===== src/rtl/sfr_pkg.sv =====
`default_nettype none

package sfr_pkg;

  localparam int BYTE_W    = 8;
  localparam int CFG_W     = 64;
  localparam int CFG_IDX_W = 3;
  // Lengths and counts run from 0 to 16.
  localparam int CNT_W     = 5;
  // Byte slots in the pattern and replacement registers.
  localparam int SLOT_N    = 16;
  localparam int SLOT_W    = 4;

  typedef enum logic [CFG_IDX_W-1:0] {
    CFG_PAT_LO,
    CFG_PAT_HI,
    CFG_PAT_LEN,
    CFG_REP_LO,
    CFG_REP_HI,
    CFG_REP_LEN
  } cfg_reg_t;

  typedef enum logic [1:0] {
    S_IDLE,
    S_REPL,
    S_DRAIN,
    S_MARK
  } state_t;

  typedef struct packed {
    logic accept;
    logic emit;
    logic from_repl;
    logic mark;
  } sfr_cmd_t;

  typedef struct packed {
    logic out_free;
    logic in_last;
    logic match;
    logic rlen_zero;
    logic last_q;
    logic idx_end;
  } sfr_stat_t;

endpackage

`default_nettype wire


===== src/rtl/sfr_if.sv =====
`default_nettype none

interface sfr_in_if;
  import sfr_pkg::*;

  logic              valid;
  logic              ready;
  logic [BYTE_W-1:0] text_byte;
  logic              text_last;

  modport source (output valid, output text_byte, output text_last, input ready);
  modport sink   (input valid, input text_byte, input text_last, output ready);
endinterface

interface sfr_out_if;
  import sfr_pkg::*;

  logic              valid;
  logic              ready;
  logic [BYTE_W-1:0] out_byte;
  logic              byte_valid;
  logic              text_end;
  logic              run_last;

  modport source (output valid, output out_byte, output byte_valid, output text_end,
                  output run_last, input ready);
  modport sink   (input valid, input out_byte, input byte_valid, input text_end,
                  input run_last, output ready);
endinterface

`default_nettype wire


===== src/rtl/sfr_ctrl.sv =====
`default_nettype none

module sfr_ctrl (
  input  wire logic              clk,
  input  wire logic              rst_n,
  input  wire logic              in_valid,
  output logic                   in_ready,
  input  wire sfr_pkg::sfr_stat_t stat,
  output sfr_pkg::sfr_cmd_t      cmd
);
  import sfr_pkg::*;

  state_t state_r, state_nxt;

  always_ff @(posedge clk) begin
    if (!rst_n) begin
      state_r <= S_IDLE;
    end else begin
      state_r <= state_nxt;
    end
  end

  always_comb begin
    state_nxt = state_r;
    in_ready  = 1'b0;
    cmd       = '0;
    unique case (state_r)
      S_IDLE: begin
        in_ready = stat.out_free;
        if (in_valid && stat.out_free) begin
          cmd.accept = 1'b1;
          if (stat.match) begin
            if (!stat.rlen_zero) begin
              state_nxt = S_REPL;
            end else if (stat.in_last) begin
              state_nxt = S_MARK;
            end
          end else if (stat.in_last) begin
            state_nxt = S_DRAIN;
          end
        end
      end
      S_REPL: begin
        cmd.emit      = stat.out_free;
        cmd.from_repl = 1'b1;
        if (stat.out_free && stat.idx_end) begin
          state_nxt = S_IDLE;
        end
      end
      S_DRAIN: begin
        cmd.emit = stat.out_free;
        if (stat.out_free && stat.idx_end) begin
          state_nxt = S_IDLE;
        end
      end
      S_MARK: begin
        cmd.mark = stat.out_free;
        if (stat.out_free) begin
          state_nxt = S_IDLE;
        end
      end
    endcase
  end

`ifndef SYNTHESIS
  a_emit_free: assert property (@(posedge clk) disable iff (!rst_n)
    cmd.emit |-> stat.out_free)
    else $error("emission issued while the output register is occupied");
  a_mark_free: assert property (@(posedge clk) disable iff (!rst_n)
    cmd.mark |-> stat.out_free)
    else $error("end marker issued while the output register is occupied");
  a_drain_last: assert property (@(posedge clk) disable iff (!rst_n)
    (state_r == S_DRAIN) |-> stat.last_q)
    else $error("flush running for a byte that was not the last one");
`endif

endmodule

`default_nettype wire


===== src/rtl/sfr_dp.sv =====
`default_nettype none

module sfr_dp #(
  parameter int MAX_PATTERN     = 16,
  parameter int MAX_REPLACEMENT = 16
) (
  input  wire logic                             clk,
  input  wire logic                             rst_n,
  input  wire logic                             cfg_we,
  input  wire logic [sfr_pkg::CFG_IDX_W-1:0]    cfg_index,
  input  wire logic [sfr_pkg::CFG_W-1:0]        cfg_data,
  input  wire logic [sfr_pkg::BYTE_W-1:0]       in_byte,
  input  wire logic                             in_last,
  output logic                                  out_valid,
  input  wire logic                             out_ready,
  output logic [sfr_pkg::BYTE_W-1:0]            out_byte,
  output logic                                  byte_valid,
  output logic                                  text_end,
  output logic                                  run_last,
  input  wire sfr_pkg::sfr_cmd_t                cmd,
  output sfr_pkg::sfr_stat_t                    stat
);
  import sfr_pkg::*;

  localparam int PAT_CAP = (MAX_PATTERN < SLOT_N) ? MAX_PATTERN : SLOT_N;
  localparam int REP_CAP = (MAX_REPLACEMENT < SLOT_N) ? MAX_REPLACEMENT : SLOT_N;

  // Configuration registers.
  logic [CFG_W-1:0] pat_lo_r, pat_hi_r, rep_lo_r, rep_hi_r;
  logic [CNT_W-1:0] plen_r, rlen_r;

  // Pending window and sequencing state.
  logic [BYTE_W-1:0] win_r   [PAT_CAP];
  logic [BYTE_W-1:0] win_nxt [PAT_CAP];
  logic [BYTE_W-1:0] app     [PAT_CAP];
  logic [CNT_W-1:0]  count_r, count_nxt;
  logic [CNT_W-1:0]  idx_r, idx_nxt;
  logic [CNT_W-1:0]  total_r, total_nxt;
  logic              last_r, last_nxt;

  // Output register.
  logic              ov_r, ov_nxt;
  logic [BYTE_W-1:0] ob_r, ob_nxt;
  logic              obv_r, obv_nxt;
  logic              oe_r, oe_nxt;
  logic              orl_r, orl_nxt;

  logic [2*CFG_W-1:0] pat_all, rep_all;
  logic [BYTE_W-1:0]  pat_b [SLOT_N];
  logic [BYTE_W-1:0]  rep_b [SLOT_N];
  logic [CNT_W-1:0]   plen_eff, hold, rlen_eff;
  logic               win_ok, match, pop, idx_end;

  always_ff @(posedge clk) begin
    if (!rst_n) begin
      pat_lo_r <= '0;
      pat_hi_r <= '0;
      plen_r   <= CNT_W'(1);
      rep_lo_r <= '0;
      rep_hi_r <= '0;
      rlen_r   <= '0;
    end else if (cfg_we) begin
      unique case (cfg_index)
        CFG_PAT_LO:  pat_lo_r <= cfg_data;
        CFG_PAT_HI:  pat_hi_r <= cfg_data;
        CFG_PAT_LEN: plen_r   <= cfg_data[CNT_W-1:0];
        CFG_REP_LO:  rep_lo_r <= cfg_data;
        CFG_REP_HI:  rep_hi_r <= cfg_data;
        CFG_REP_LEN: rlen_r   <= cfg_data[CNT_W-1:0];
        default: ;
      endcase
    end
  end

  assign pat_all = {pat_hi_r, pat_lo_r};
  assign rep_all = {rep_hi_r, rep_lo_r};

  always_comb begin
    for (int i = 0; i < SLOT_N; i++) begin
      pat_b[i] = pat_all[BYTE_W*i +: BYTE_W];
      rep_b[i] = rep_all[BYTE_W*i +: BYTE_W];
    end
  end

  always_comb begin
    if (plen_r == '0) begin
      plen_eff = CNT_W'(1);
    end else if (plen_r > CNT_W'(PAT_CAP)) begin
      plen_eff = CNT_W'(PAT_CAP);
    end else begin
      plen_eff = plen_r;
    end
    hold     = plen_eff - CNT_W'(1);
    rlen_eff = (rlen_r > CNT_W'(REP_CAP)) ? CNT_W'(REP_CAP) : rlen_r;
  end

  // A match needs a full window equal to the pattern head and the new byte
  // equal to the pattern tail.
  always_comb begin
    win_ok = 1'b1;
    for (int i = 0; i < PAT_CAP; i++) begin
      if ((CNT_W'(i) < hold) && (win_r[i] != pat_b[i])) begin
        win_ok = 1'b0;
      end
    end
    match = (count_r == hold) && win_ok && (in_byte == pat_b[hold[SLOT_W-1:0]]);
    pop   = (count_r == hold);
    for (int i = 0; i < PAT_CAP; i++) begin
      app[i] = (count_r == CNT_W'(i)) ? in_byte : win_r[i];
    end
  end

  assign idx_end = (idx_r == (total_r - CNT_W'(1)));

  always_comb begin
    win_nxt   = win_r;
    count_nxt = count_r;
    idx_nxt   = idx_r;
    total_nxt = total_r;
    last_nxt  = last_r;
    ov_nxt    = out_ready ? 1'b0 : ov_r;
    ob_nxt    = ob_r;
    obv_nxt   = obv_r;
    oe_nxt    = oe_r;
    orl_nxt   = orl_r;

    if (cmd.accept) begin
      last_nxt = in_last;
      idx_nxt  = '0;
      if (match) begin
        count_nxt = '0;
        total_nxt = rlen_eff;
      end else if (in_last) begin
        win_nxt   = app;
        count_nxt = '0;
        total_nxt = count_r + CNT_W'(1);
      end else if (pop) begin
        // Full window: the oldest byte leaves in the same cycle.
        for (int i = 0; i < PAT_CAP - 1; i++) begin
          win_nxt[i] = app[i+1];
        end
        ov_nxt  = 1'b1;
        ob_nxt  = app[0];
        obv_nxt = 1'b1;
        oe_nxt  = 1'b0;
        orl_nxt = 1'b1;
      end else begin
        win_nxt   = app;
        count_nxt = count_r + CNT_W'(1);
      end
    end

    if (cmd.emit) begin
      ov_nxt  = 1'b1;
      ob_nxt  = cmd.from_repl ? rep_b[idx_r[SLOT_W-1:0]] : win_r[0];
      obv_nxt = 1'b1;
      oe_nxt  = idx_end && last_r;
      orl_nxt = idx_end;
      idx_nxt = idx_r + CNT_W'(1);
      if (!cmd.from_repl) begin
        for (int i = 0; i < PAT_CAP - 1; i++) begin
          win_nxt[i] = win_r[i+1];
        end
      end
    end

    if (cmd.mark) begin
      ov_nxt  = 1'b1;
      ob_nxt  = '0;
      obv_nxt = 1'b0;
      oe_nxt  = 1'b1;
      orl_nxt = 1'b1;
    end

    // A new pattern length drops whatever is pending.
    if (cfg_we && (cfg_index == CFG_PAT_LEN)) begin
      count_nxt = '0;
    end
  end

  always_ff @(posedge clk) begin
    if (!rst_n) begin
      count_r <= '0;
      idx_r   <= '0;
      total_r <= '0;
      last_r  <= 1'b0;
      ov_r    <= 1'b0;
    end else begin
      count_r <= count_nxt;
      idx_r   <= idx_nxt;
      total_r <= total_nxt;
      last_r  <= last_nxt;
      ov_r    <= ov_nxt;
    end
  end

  always_ff @(posedge clk) begin
    win_r <= win_nxt;
    ob_r  <= ob_nxt;
    obv_r <= obv_nxt;
    oe_r  <= oe_nxt;
    orl_r <= orl_nxt;
  end

  assign out_valid  = ov_r;
  assign out_byte   = ob_r;
  assign byte_valid = obv_r;
  assign text_end   = oe_r;
  assign run_last   = orl_r;

  assign stat.out_free  = !ov_r || out_ready;
  assign stat.in_last   = in_last;
  assign stat.match     = match;
  assign stat.rlen_zero = (rlen_eff == '0);
  assign stat.last_q    = last_r;
  assign stat.idx_end   = idx_end;

`ifndef SYNTHESIS
  a_count_in_window: assert property (@(posedge clk) disable iff (!rst_n)
    count_r <= hold)
    else $error("pending count exceeds the window size");
  a_marker_flags: assert property (@(posedge clk) disable iff (!rst_n)
    (ov_r && !obv_r) |-> (oe_r && orl_r))
    else $error("bare end marker without end flags");
  a_emit_in_range: assert property (@(posedge clk) disable iff (!rst_n)
    cmd.emit |-> (idx_r < total_r))
    else $error("emission beyond the burst length");
`endif

endmodule

`default_nettype wire


===== src/rtl/stream_find_and_replace_unit.sv =====
// Streaming find and replace over a byte stream.
// in_ch carries one text byte per transaction (text_byte, text_last); out_ch
// carries one result per transaction (out_byte, byte_valid, text_end, run_last).
// Both use valid/ready; a transaction completes when both are high at a clock
// edge. The cfg_* port writes the pattern, its length, the replacement and
// its length, one register per cycle with cfg_we high; the user writes them
// only while the block idles, as the block does not enforce it. A byte that
// does not complete a match has its result, if any, in the output register on
// the next cycle: plain text moves at one byte per cycle while out_ch does not
// stall. The replacement and flush sequencer holds in_ch.ready low while
// a matching byte's replacement bytes or the final byte's window bytes go out.
// A match on the final byte with an empty replacement gives one bare end
// marker (byte_valid low). When out_ch stalls, the single output register
// holds its result and in_ch.ready follows, since a new byte may need it.
// Synchronous reset (rst_n low) empties the window, clears the output valid
// flag and restores the registers: pattern length 1, all else zero.
`default_nettype none

module stream_find_and_replace_unit #(
  parameter int MAX_PATTERN     = 16,
  parameter int MAX_REPLACEMENT = 16
) (
  input  wire logic                          clk,
  input  wire logic                          rst_n,
  sfr_in_if.sink                             in_ch,
  sfr_out_if.source                          out_ch,
  input  wire logic                          cfg_we,
  input  wire logic [sfr_pkg::CFG_IDX_W-1:0] cfg_index,
  input  wire logic [sfr_pkg::CFG_W-1:0]     cfg_data
);
  import sfr_pkg::*;

  sfr_cmd_t  cmd;
  sfr_stat_t stat;
  logic      in_ready;

  // Controller: accepts bytes and sequences replacement bursts, flushes and
  // end markers.
  sfr_ctrl u_ctrl (
    .clk      (clk),
    .rst_n    (rst_n),
    .in_valid (in_ch.valid),
    .in_ready (in_ready),
    .stat     (stat),
    .cmd      (cmd)
  );

  assign in_ch.ready = in_ready;

  // Datapath: registers, pending window, match compare and output register.
  sfr_dp #(
    .MAX_PATTERN     (MAX_PATTERN),
    .MAX_REPLACEMENT (MAX_REPLACEMENT)
  ) u_dp (
    .clk        (clk),
    .rst_n      (rst_n),
    .cfg_we     (cfg_we),
    .cfg_index  (cfg_index),
    .cfg_data   (cfg_data),
    .in_byte    (in_ch.text_byte),
    .in_last    (in_ch.text_last),
    .out_valid  (out_ch.valid),
    .out_ready  (out_ch.ready),
    .out_byte   (out_ch.out_byte),
    .byte_valid (out_ch.byte_valid),
    .text_end   (out_ch.text_end),
    .run_last   (out_ch.run_last),
    .cmd        (cmd),
    .stat       (stat)
  );

endmodule

`default_nettype wire


===== src/flat_wrapper.sv =====
// flat-port wrapper written by rule: the top's interface ports become plain ports
module stream_find_and_replace_unit_flat import sfr_pkg::*;
#(
  parameter int MAX_PATTERN     = 16,
  parameter int MAX_REPLACEMENT = 16
)
  (clk, rst_n, cfg_we, cfg_index, cfg_data, in_ch_valid, in_ch_text_byte, in_ch_text_last, in_ch_ready, out_ch_valid, out_ch_out_byte, out_ch_byte_valid, out_ch_text_end, out_ch_run_last, out_ch_ready);
  sfr_in_if in_ch_i ();
  sfr_out_if out_ch_i ();
  input  wire logic clk;
  input  wire logic rst_n;
  input  wire logic cfg_we;
  input  wire logic [sfr_pkg::CFG_IDX_W-1:0] cfg_index;
  input  wire logic [sfr_pkg::CFG_W-1:0] cfg_data;
  input wire logic [$bits(in_ch_i.valid)-1:0] in_ch_valid;
  input wire logic [$bits(in_ch_i.text_byte)-1:0] in_ch_text_byte;
  input wire logic [$bits(in_ch_i.text_last)-1:0] in_ch_text_last;
  output wire logic [$bits(in_ch_i.ready)-1:0] in_ch_ready;
  output wire logic [$bits(out_ch_i.valid)-1:0] out_ch_valid;
  output wire logic [$bits(out_ch_i.out_byte)-1:0] out_ch_out_byte;
  output wire logic [$bits(out_ch_i.byte_valid)-1:0] out_ch_byte_valid;
  output wire logic [$bits(out_ch_i.text_end)-1:0] out_ch_text_end;
  output wire logic [$bits(out_ch_i.run_last)-1:0] out_ch_run_last;
  input wire logic [$bits(out_ch_i.ready)-1:0] out_ch_ready;
  assign in_ch_i.valid = in_ch_valid;
  assign in_ch_i.text_byte = in_ch_text_byte;
  assign in_ch_i.text_last = in_ch_text_last;
  assign in_ch_ready = in_ch_i.ready;
  assign out_ch_valid = out_ch_i.valid;
  assign out_ch_out_byte = out_ch_i.out_byte;
  assign out_ch_byte_valid = out_ch_i.byte_valid;
  assign out_ch_text_end = out_ch_i.text_end;
  assign out_ch_run_last = out_ch_i.run_last;
  assign out_ch_i.ready = out_ch_ready;
  stream_find_and_replace_unit #(.MAX_PATTERN(MAX_PATTERN), .MAX_REPLACEMENT(MAX_REPLACEMENT)) u_core (.clk(clk), .rst_n(rst_n), .in_ch(in_ch_i), .out_ch(out_ch_i), .cfg_we(cfg_we), .cfg_index(cfg_index), .cfg_data(cfg_data));
endmodule

===== config.mk =====
export PLATFORM = sky130hd
export DESIGN_NAME = stream_find_and_replace_unit_flat
export DESIGN_NICKNAME = d
export VERILOG_FILES = /design/src/rtl/sfr_pkg.sv /design/src/rtl/sfr_if.sv /design/src/rtl/sfr_ctrl.sv /design/src/rtl/sfr_dp.sv /design/src/rtl/stream_find_and_replace_unit.sv /design/src/flat_wrapper.sv
export SDC_FILE = /design/constraint.sdc
export NUM_CORES = 1
export LEC_CHECK = 0
export ABC_AREA = 0
export BUFFER_PORTS_ARGS = -buffer_cell sky130_fd_sc_hd__buf_2
export CAP_MARGIN = 20
export CORE_AREA = 8 8 170 253
export DETAILED_ROUTE_END_ITERATION = 10
export DIE_AREA = 0 0 178 261
export PLACE_DENSITY = 0.77
export REMOVE_ABC_BUFFERS = 1
export SLEW_MARGIN = 20
export SYNTH_ARGS = -nofsm -noshare
export SYNTH_HDL_FRONTEND = slang
export SYNTH_SLANG_ARGS = --single-unit

===== constraint.sdc =====
create_clock -name clk -period 10.72 [get_ports clk]
set_input_delay 1.608 -clock clk [delete_from_list [all_inputs] [get_ports clk]]
set_output_delay 1.608 -clock clk [all_outputs]
set_load 0.03 [all_outputs]

Yosys cells after proc, flatten, opt, wreduce, memory -nomap -nowiden:

Cells that the tools add are included.

* logic and storage cells: 249
* output and inout port bits: 13
* register bits after elaboration: 424
* bits of input ports: 81

* bitwise logic cells: 4
* $add $sub $neg: 4
* reductions and logical operators: 45
* magnitude comparators: 20
* muxes and demuxes: 93
* eq/ne operators: 51

Operators by type and width (count)
* $mux 128: 3
* $mux 120: 3
* $mux 8: 27
* $ne 8x8->1: 16
* $bmux 8 s4: 2
* $mux 5: 10
* $eq 5x4->1 const B: 8
* $lt 4x5->1 const A: 8
* $mux 1: 40
* $logic_and 1x1->1: 22
* $eq 5x3->1 const B: 4
* $lt 3x5->1 const A: 4
* $reduce_and 2->1: 8
* $logic_not 5->1: 3
* $mux 2: 7
* $add 5x1->5 const B: 2
* $eq 5x2->1 const B: 2
* $eq 5x5->1: 2
* $ge 5x5->1 const B: 2
* $gt 5x5->1 const B: 2
* $lt 1x5->1 const A: 2
* $lt 2x5->1 const A: 2
* $not 4->5: 2
* $sub 5x1->5 const B: 2
* 21 further kinds: 34

Depth between registers and ports, before layout:

* depth after elaboration: 28
* gate-level depth with buffers: 25
* depth with buffers taken out: 15

Cells and area by module:

A second synthesis with hierarchy kept.

* cell total of the unflattened synthesis: 2576
* area, all modules: 21037.7 um2

Modules (own cells, without submodules)
* sfr_dp: sequential area each 8528.2 um2, area an instance 20836.2 um2, cells each 2550, instances 1
* sfr_ctrl: sequential area each 40.0 um2, area an instance 201.4 um2, cells each 26, instances 1

Worst setup path after synthesis:

Ideal clock, no wire load.

* path kind: reg2reg
* from: register u_core.u_dp.plen_r[2]
* to: register u_core.u_dp.win_r[0] in the netlist's numbering (enable)
* required time: 10.350 ns
* arrival: 4.947 ns
* setup slack: 5.402 ns
* setup time: 0.370 ns
* buffers on the path: 8
* stages on the path, launching flop included: 23
* clock period less this slack: 5.318 ns
* cells stage by stage: dfxtp_1 -> buf_6 -> or4_4 -> nand2_2 -> buf_6 -> inv_2 -> clkbuf_1 -> clkbuf_1 -> ha_1 -> clkbuf_1 -> nor2_1 -> mux2i_1 -> a211oi_1 -> or4_1 -> a211oi_1 -> a31oi_1 -> and4_1 -> buf_2 -> nor2_1 -> o21ai_2 -> buf_2 -> buf_2 -> nor2_1

* cells in the longest elaborated chain, start to end: 26
* elaborated cells on any way between the ends: 64
* those cells by class: 1 x add/sub; 17 x order compare; 3 x eq/ne; 21 x mux; 2 x bitwise; 20 x reduce/logical

RTL lines
* from (decl): RTL line sfr_dp.sv:30 `logic [CNT_W-1:0] plen_r, rlen_r;`
* from (signal assigned): RTL line sfr_dp.sv:66 `CFG_PAT_LEN: plen_r <= cfg_data[CNT_W-1:0];`
* $gt 5x5->1: RTL line sfr_dp.sv:88 `end else if (plen_r > CNT_W'(PAT_CAP)) begin`
* $mux 5: RTL line sfr_dp.sv:88
* $mux 5 *: RTL line sfr_dp.sv:86 `if (plen_r == '0) begin`
* $sub 5x1->5 *: RTL line sfr_dp.sv:93 `hold = plen_eff - CNT_W'(1);`
* $lt 1x5->1: RTL line sfr_dp.sv:102 `if ((CNT_W'(i) < hold) && (win_r[i] != pat_b[i])) begin`
* $logic_and 1x1->1: RTL line sfr_dp.sv:102
* $mux 1 (16 in series): RTL line sfr_dp.sv:102
* $logic_and 1x1->1 (2 in series): RTL line sfr_dp.sv:106 `match = (count_r == hold) && win_ok && (in_byte == pat_b[hold[SLOT_W-1:0]]);`
* $not 1->1 (no line)
* $reduce_and 3->1 (no line) *
* to (signal assigned): RTL line sfr_dp.sv:198 `win_r <= win_nxt;`
* to (decl): RTL line sfr_dp.sv:33 `logic [BYTE_W-1:0] win_r [PAT_CAP];`

Mark *: on every way between the ends. The rest lies on a longest branch, timed or not. The select of a mux whose other input is x is not followed.
A chain may end at the register's enable or synchronous reset.

==> load_flow_metrics.sql <==
INSERT INTO impl_metrics (metric_group, metric, value, unit) VALUES
('synth', 'post-synth-top-area-cell', 'dfxtp_1', ''),
('run', 'max_cap_violations', '0', ''),
('floorplanning', 'io_pins', '94', ''),
('synth', 'synth_cell_types', '84', ''),
('critical_path', 'worst-endpoint-arrival', '7.38', 'ns'),
('route', 'via_per_inst', '6.816', ''),
('route', 'top_layer', 'met5', ''),
('route', 'antenna_violating_nets_post_route', '0', ''),
('route', 'detailroute.via_count', '22860', ''),
('floorplanning', 'design.die.area', '46460', 'um2'),
('layout', 'nets', '2907', ''),
('power', 'clock_power_share', '32.2', '%'),
('synth', 'syn_area_per_cell', '8.151', 'um2'),
('synth', 'ys_top_cells_by_area', 'dfxtp_1 (36%), nand2_1 (11%), a21boi_0 (8.3%), mux4_2 (3.9%), xnor2_1 (3.5%)', ''),
('clock_tree', 'cts_post_setup_buffers_inserted', '0', ''),
('floorplanning', 'core_region_area', '39530', 'um2'),
('placement', 'post-place-ws', '4.038', 'ns'),
('clock_tree', 'cts_root_buffer', 'clkbuf_16', ''),
('synth', 'number_of_enable_flip_flop_cells_after_synthesis', '8', ''),
('synth', 'synthMostInstantiatedCell', 'nand2_1', ''),
('global_route', 'grtUsageTotal', '39.99', '%'),
('synth', 'synth_top_area_share', '35.76', '%'),
('sta', 'skew', '0.01778', 'ns'),
('power', 'p_int', '3.280', 'mW'),
('floorplanning', 'chipHeight', '261', 'um'),
('sta', 'final-max-slew-violation-count', '0', ''),
('route', 'drt_iter0_drc', '2383', ''),
('sta', 'post-route-worst-setup-slack', '3.827', 'ns'),
('floorplanning', 'num_rows', '90', ''),
('global_route', 'grt_max_degree', '115', ''),
('synth', 'ys_warnings', '0', ''),
('synth', 'synthTopCellsByCount', 'nand2_1 (700), dfxtp_1 (416), a21boi_0 (259)', ''),
('route', 'routed_wire_length_on_met3', '8736', 'um'),
('critical_path', 'cp_launch_type', 'register', ''),
('sta', 'total_of_endpoints_with_negative_setup_slack_in_the_final_report', '0', ''),
('global_route', 'antenna_violations_before_repair', '1', ''),
('floorplanning', 'die_x', '178', 'um'),
('route', 'drc', '0', ''),
('status', 'outcome', 'finished, final reports clean', ''),
('global_route', 'grt_pass1_wl', '139700', 'um'),
('synth', 'synth-seq-cells', '424', ''),
('critical_path', 'path_common_cell', 'buf_4', ''),
('power', 'finalPower', '5.053', 'mW'),
('clock_tree', 'cts.sinks', '424', ''),
('critical_path', 'timing.critical_path.required', '11.20', 'ns'),
('route', 'first_pass_iters', '6', ''),
('route', 'met2_length', '44180', 'um'),
('clock_tree', 'cts_hold_buffers', '0', ''),
('power', 'p_leak', '9.173', 'nW'),
('layout', 'antenna_diode_instance_count', '0', ''),
('global_route', 'grt.overflow.total', '0', ''),
('synth', 'synth_ff_type', 'dfxtp_1', ''),
('clock_tree', 'clock_latency_on_the_worst_skew_pair', '0.58', 'ns'),
('route', 'routedLengthMet1', '33180', 'um'),
('clock_tree', 'maximum_level_of_the_cts_h_tree', '2', ''),
('route', 'drt-wirelength-per-cell', '28.21', 'um'),
('sta', 'max_clock_freq', '145.1', 'MHz'),
('critical_path', 'path_cells', 'nand2b_1 > nand2_2 > inv_2 > ha_1 > nor2_1 > mux2i_1 > buf_4 > a211oi_1 > or4_1 > a211oi_1 > a31oi_1 > and4_1 > buf_4 > or2_1 > a211oi_4 > buf_4 > a221oi_1 > a311oi_1', ''),
('route', 'drt-total-wl', '94610', 'um'),
('floorplanning', 'initial_utilization', '58.92', '%'),
('clock_tree', 'post_cts.resized_instances', '0', ''),
('sta', 'unrepaired_setup_endpoints_after_global_routing', 'false', ''),
('synth', 'seq_area_frac_synth', '36.79', '%'),
('clock_tree', 'worst_setup_hold_path_clk_slew', '0.06', 'ns'),
('critical_path', 'crit_fanout', '26', ''),
('sta', 'worstMarginPinSlew', '1.166', 'ns'),
('sta', 'finalWorstPathRequiredPeriod', '6.893', 'ns'),
('sta', 'final.period_utilization', '64.30', '%'),
('layout', 'layout-area-overhead-vs-synth', '9.026', '%'),
('power', 'ir_drop_worst_vdd', '0.0002227', 'V'),
('layout', 'drive_gt1_share', '10.85', '%');
==> power by group through the flow <==
| stage | Clock, mW | Sequential, mW | Combinational (mW) |
|---|---|---|---|
| 2_1_floorplan | 0 | 2.06 | 0.816 |
| 3_3_place_gp | 0 | 2.21 | 1.14 |
| 3_5_place_dp | 0 | 2.22 | 1.17 |
| 4_1_cts | 1.63 | 2.19 | 1.17 |
| 5_1_grt | 1.68 | 2.22 | 1.29 |
| 6_report | 1.63 | 2.23 | 1.20 |
==> path summary, 6_finish.rpt <==
check / cells after the start / start / slack (ns) / to
worst max-delay path: 18 / u_core.u_dp.plen_r[4]$_SDFFE_PN0P_ / 3.83 / u_core.u_dp.win_r[87]$_DFF_P_
worst min-delay path: 2 / u_core.u_dp.rep_hi_r[38]$_SDFFE_PN0P_ / 0.46 / u_core.u_dp.rep_hi_r[38]$_SDFFE_PN0P_
worst max register to register: 18 / u_core.u_dp.plen_r[4]$_SDFFE_PN0P_ / 3.83 / u_core.u_dp.win_r[87]$_DFF_P_
worst min register to register: 2 / u_core.u_dp.rep_hi_r[38]$_SDFFE_PN0P_ / 0.46 / u_core.u_dp.rep_hi_r[38]$_SDFFE_PN0P_
==> through the flow <==
stage	utilization, %	hold WS (ns)	instances	area (um2)
global placement	60.40	0.4476	3276	23870
CTS	64.21	0.4658	3353	25380
finish	64.24	0.4630	3354	25390
floorplan	-	0.4402	2633	22350
detailed placement	60.40	0.4568	3276	23870
global route	64.24	0.4826	3354	25390
==> cells in the final DEF, fill, tap and decap left out, drive strengths merged, types with 23 or more instances in the layout <==
cell type and instances:
inv 30, nand2 701, a21oi 155, a21o 26
clkbuf 57, nor2 156, a21boi 260, o21ai 86
o22ai 39, a22o 37, a211oi 81, buf 138
mux2i 23, nand4 24, and3 28, mux4 40
a221o 24, dfxtp 416, xor2 54, nor4 31
xnor2 92
==> registers in the layout, summed over array words and instances (netlist names) <==
name                    flops
u_core.u_dp.pat_lo_r       64
u_core.u_ctrl.state_r       2
u_core.u_dp.rep_lo_r       64
u_core.u_dp.pat_hi_r       64
u_core.u_dp.count_r         5
u_core.u_dp.out_byte        8
u_core.u_dp.rep_hi_r       64
u_core.u_dp.out_valid       1
u_core.u_dp.run_last        1
u_core.u_dp.byte_valid      1
u_core.u_dp.text_end        1
u_core.u_dp.plen_r          5
u_core.u_dp.total_r         5
u_core.u_dp.win_r         128
u_core.u_dp.idx_r           5
u_core.u_dp.rlen_r          5
u_core.u_dp.last_r          1
==> worst max-delay path: cells and delay by family, from the launching register on <==
kind                     cells  cell delay, ns
AND/OR/NAND/NOR              6            2.38
flip-flops                   1            0.72
adder cells (fa/ha/maj)      1            0.35
AO/OA/AOI/OAI                6            1.75
multiplexers                 1            0.50
buffers and inverters        4            1.03
==> kinds of logic after synthesis <==
logic type	after synthesis	synth area share (%)
and+or+nand+nor	1060	19.43
DFF	424	36.79
AOI/OAI and AO/OA	880	27.30
xor gates and xnor gates	147	5.587
buffers and inverters	252	4.470
adders and majority gates	11	0.5910
muxes	83	5.824
==> per-layer routing <==
| metal | GRT usage, % | vias to the layer above |
|---|---|---|
| met5 | 0 | - |
| met4 | 30.55 | 2 |
| met3 | 7.488 | 403 |
| met2 | 65.58 | 1335 |
| met1 | 45.48 | 11010 |
| li1 | - | 10110 |
==> area by class of cell <==
cell class | instances | area [um2]
inverters | 28 | 105.1
repair buffers | 138 | 822.0
multi-input cells | 2181 | 13750
clock inverters | 20 | 300.3
clock buffers | 57 | 1209
well taps | 506 | 633.1
flip-flops and latches | 424 | 8569
fillers | 3387 | 14130
(Power assumes the default switching activity.)
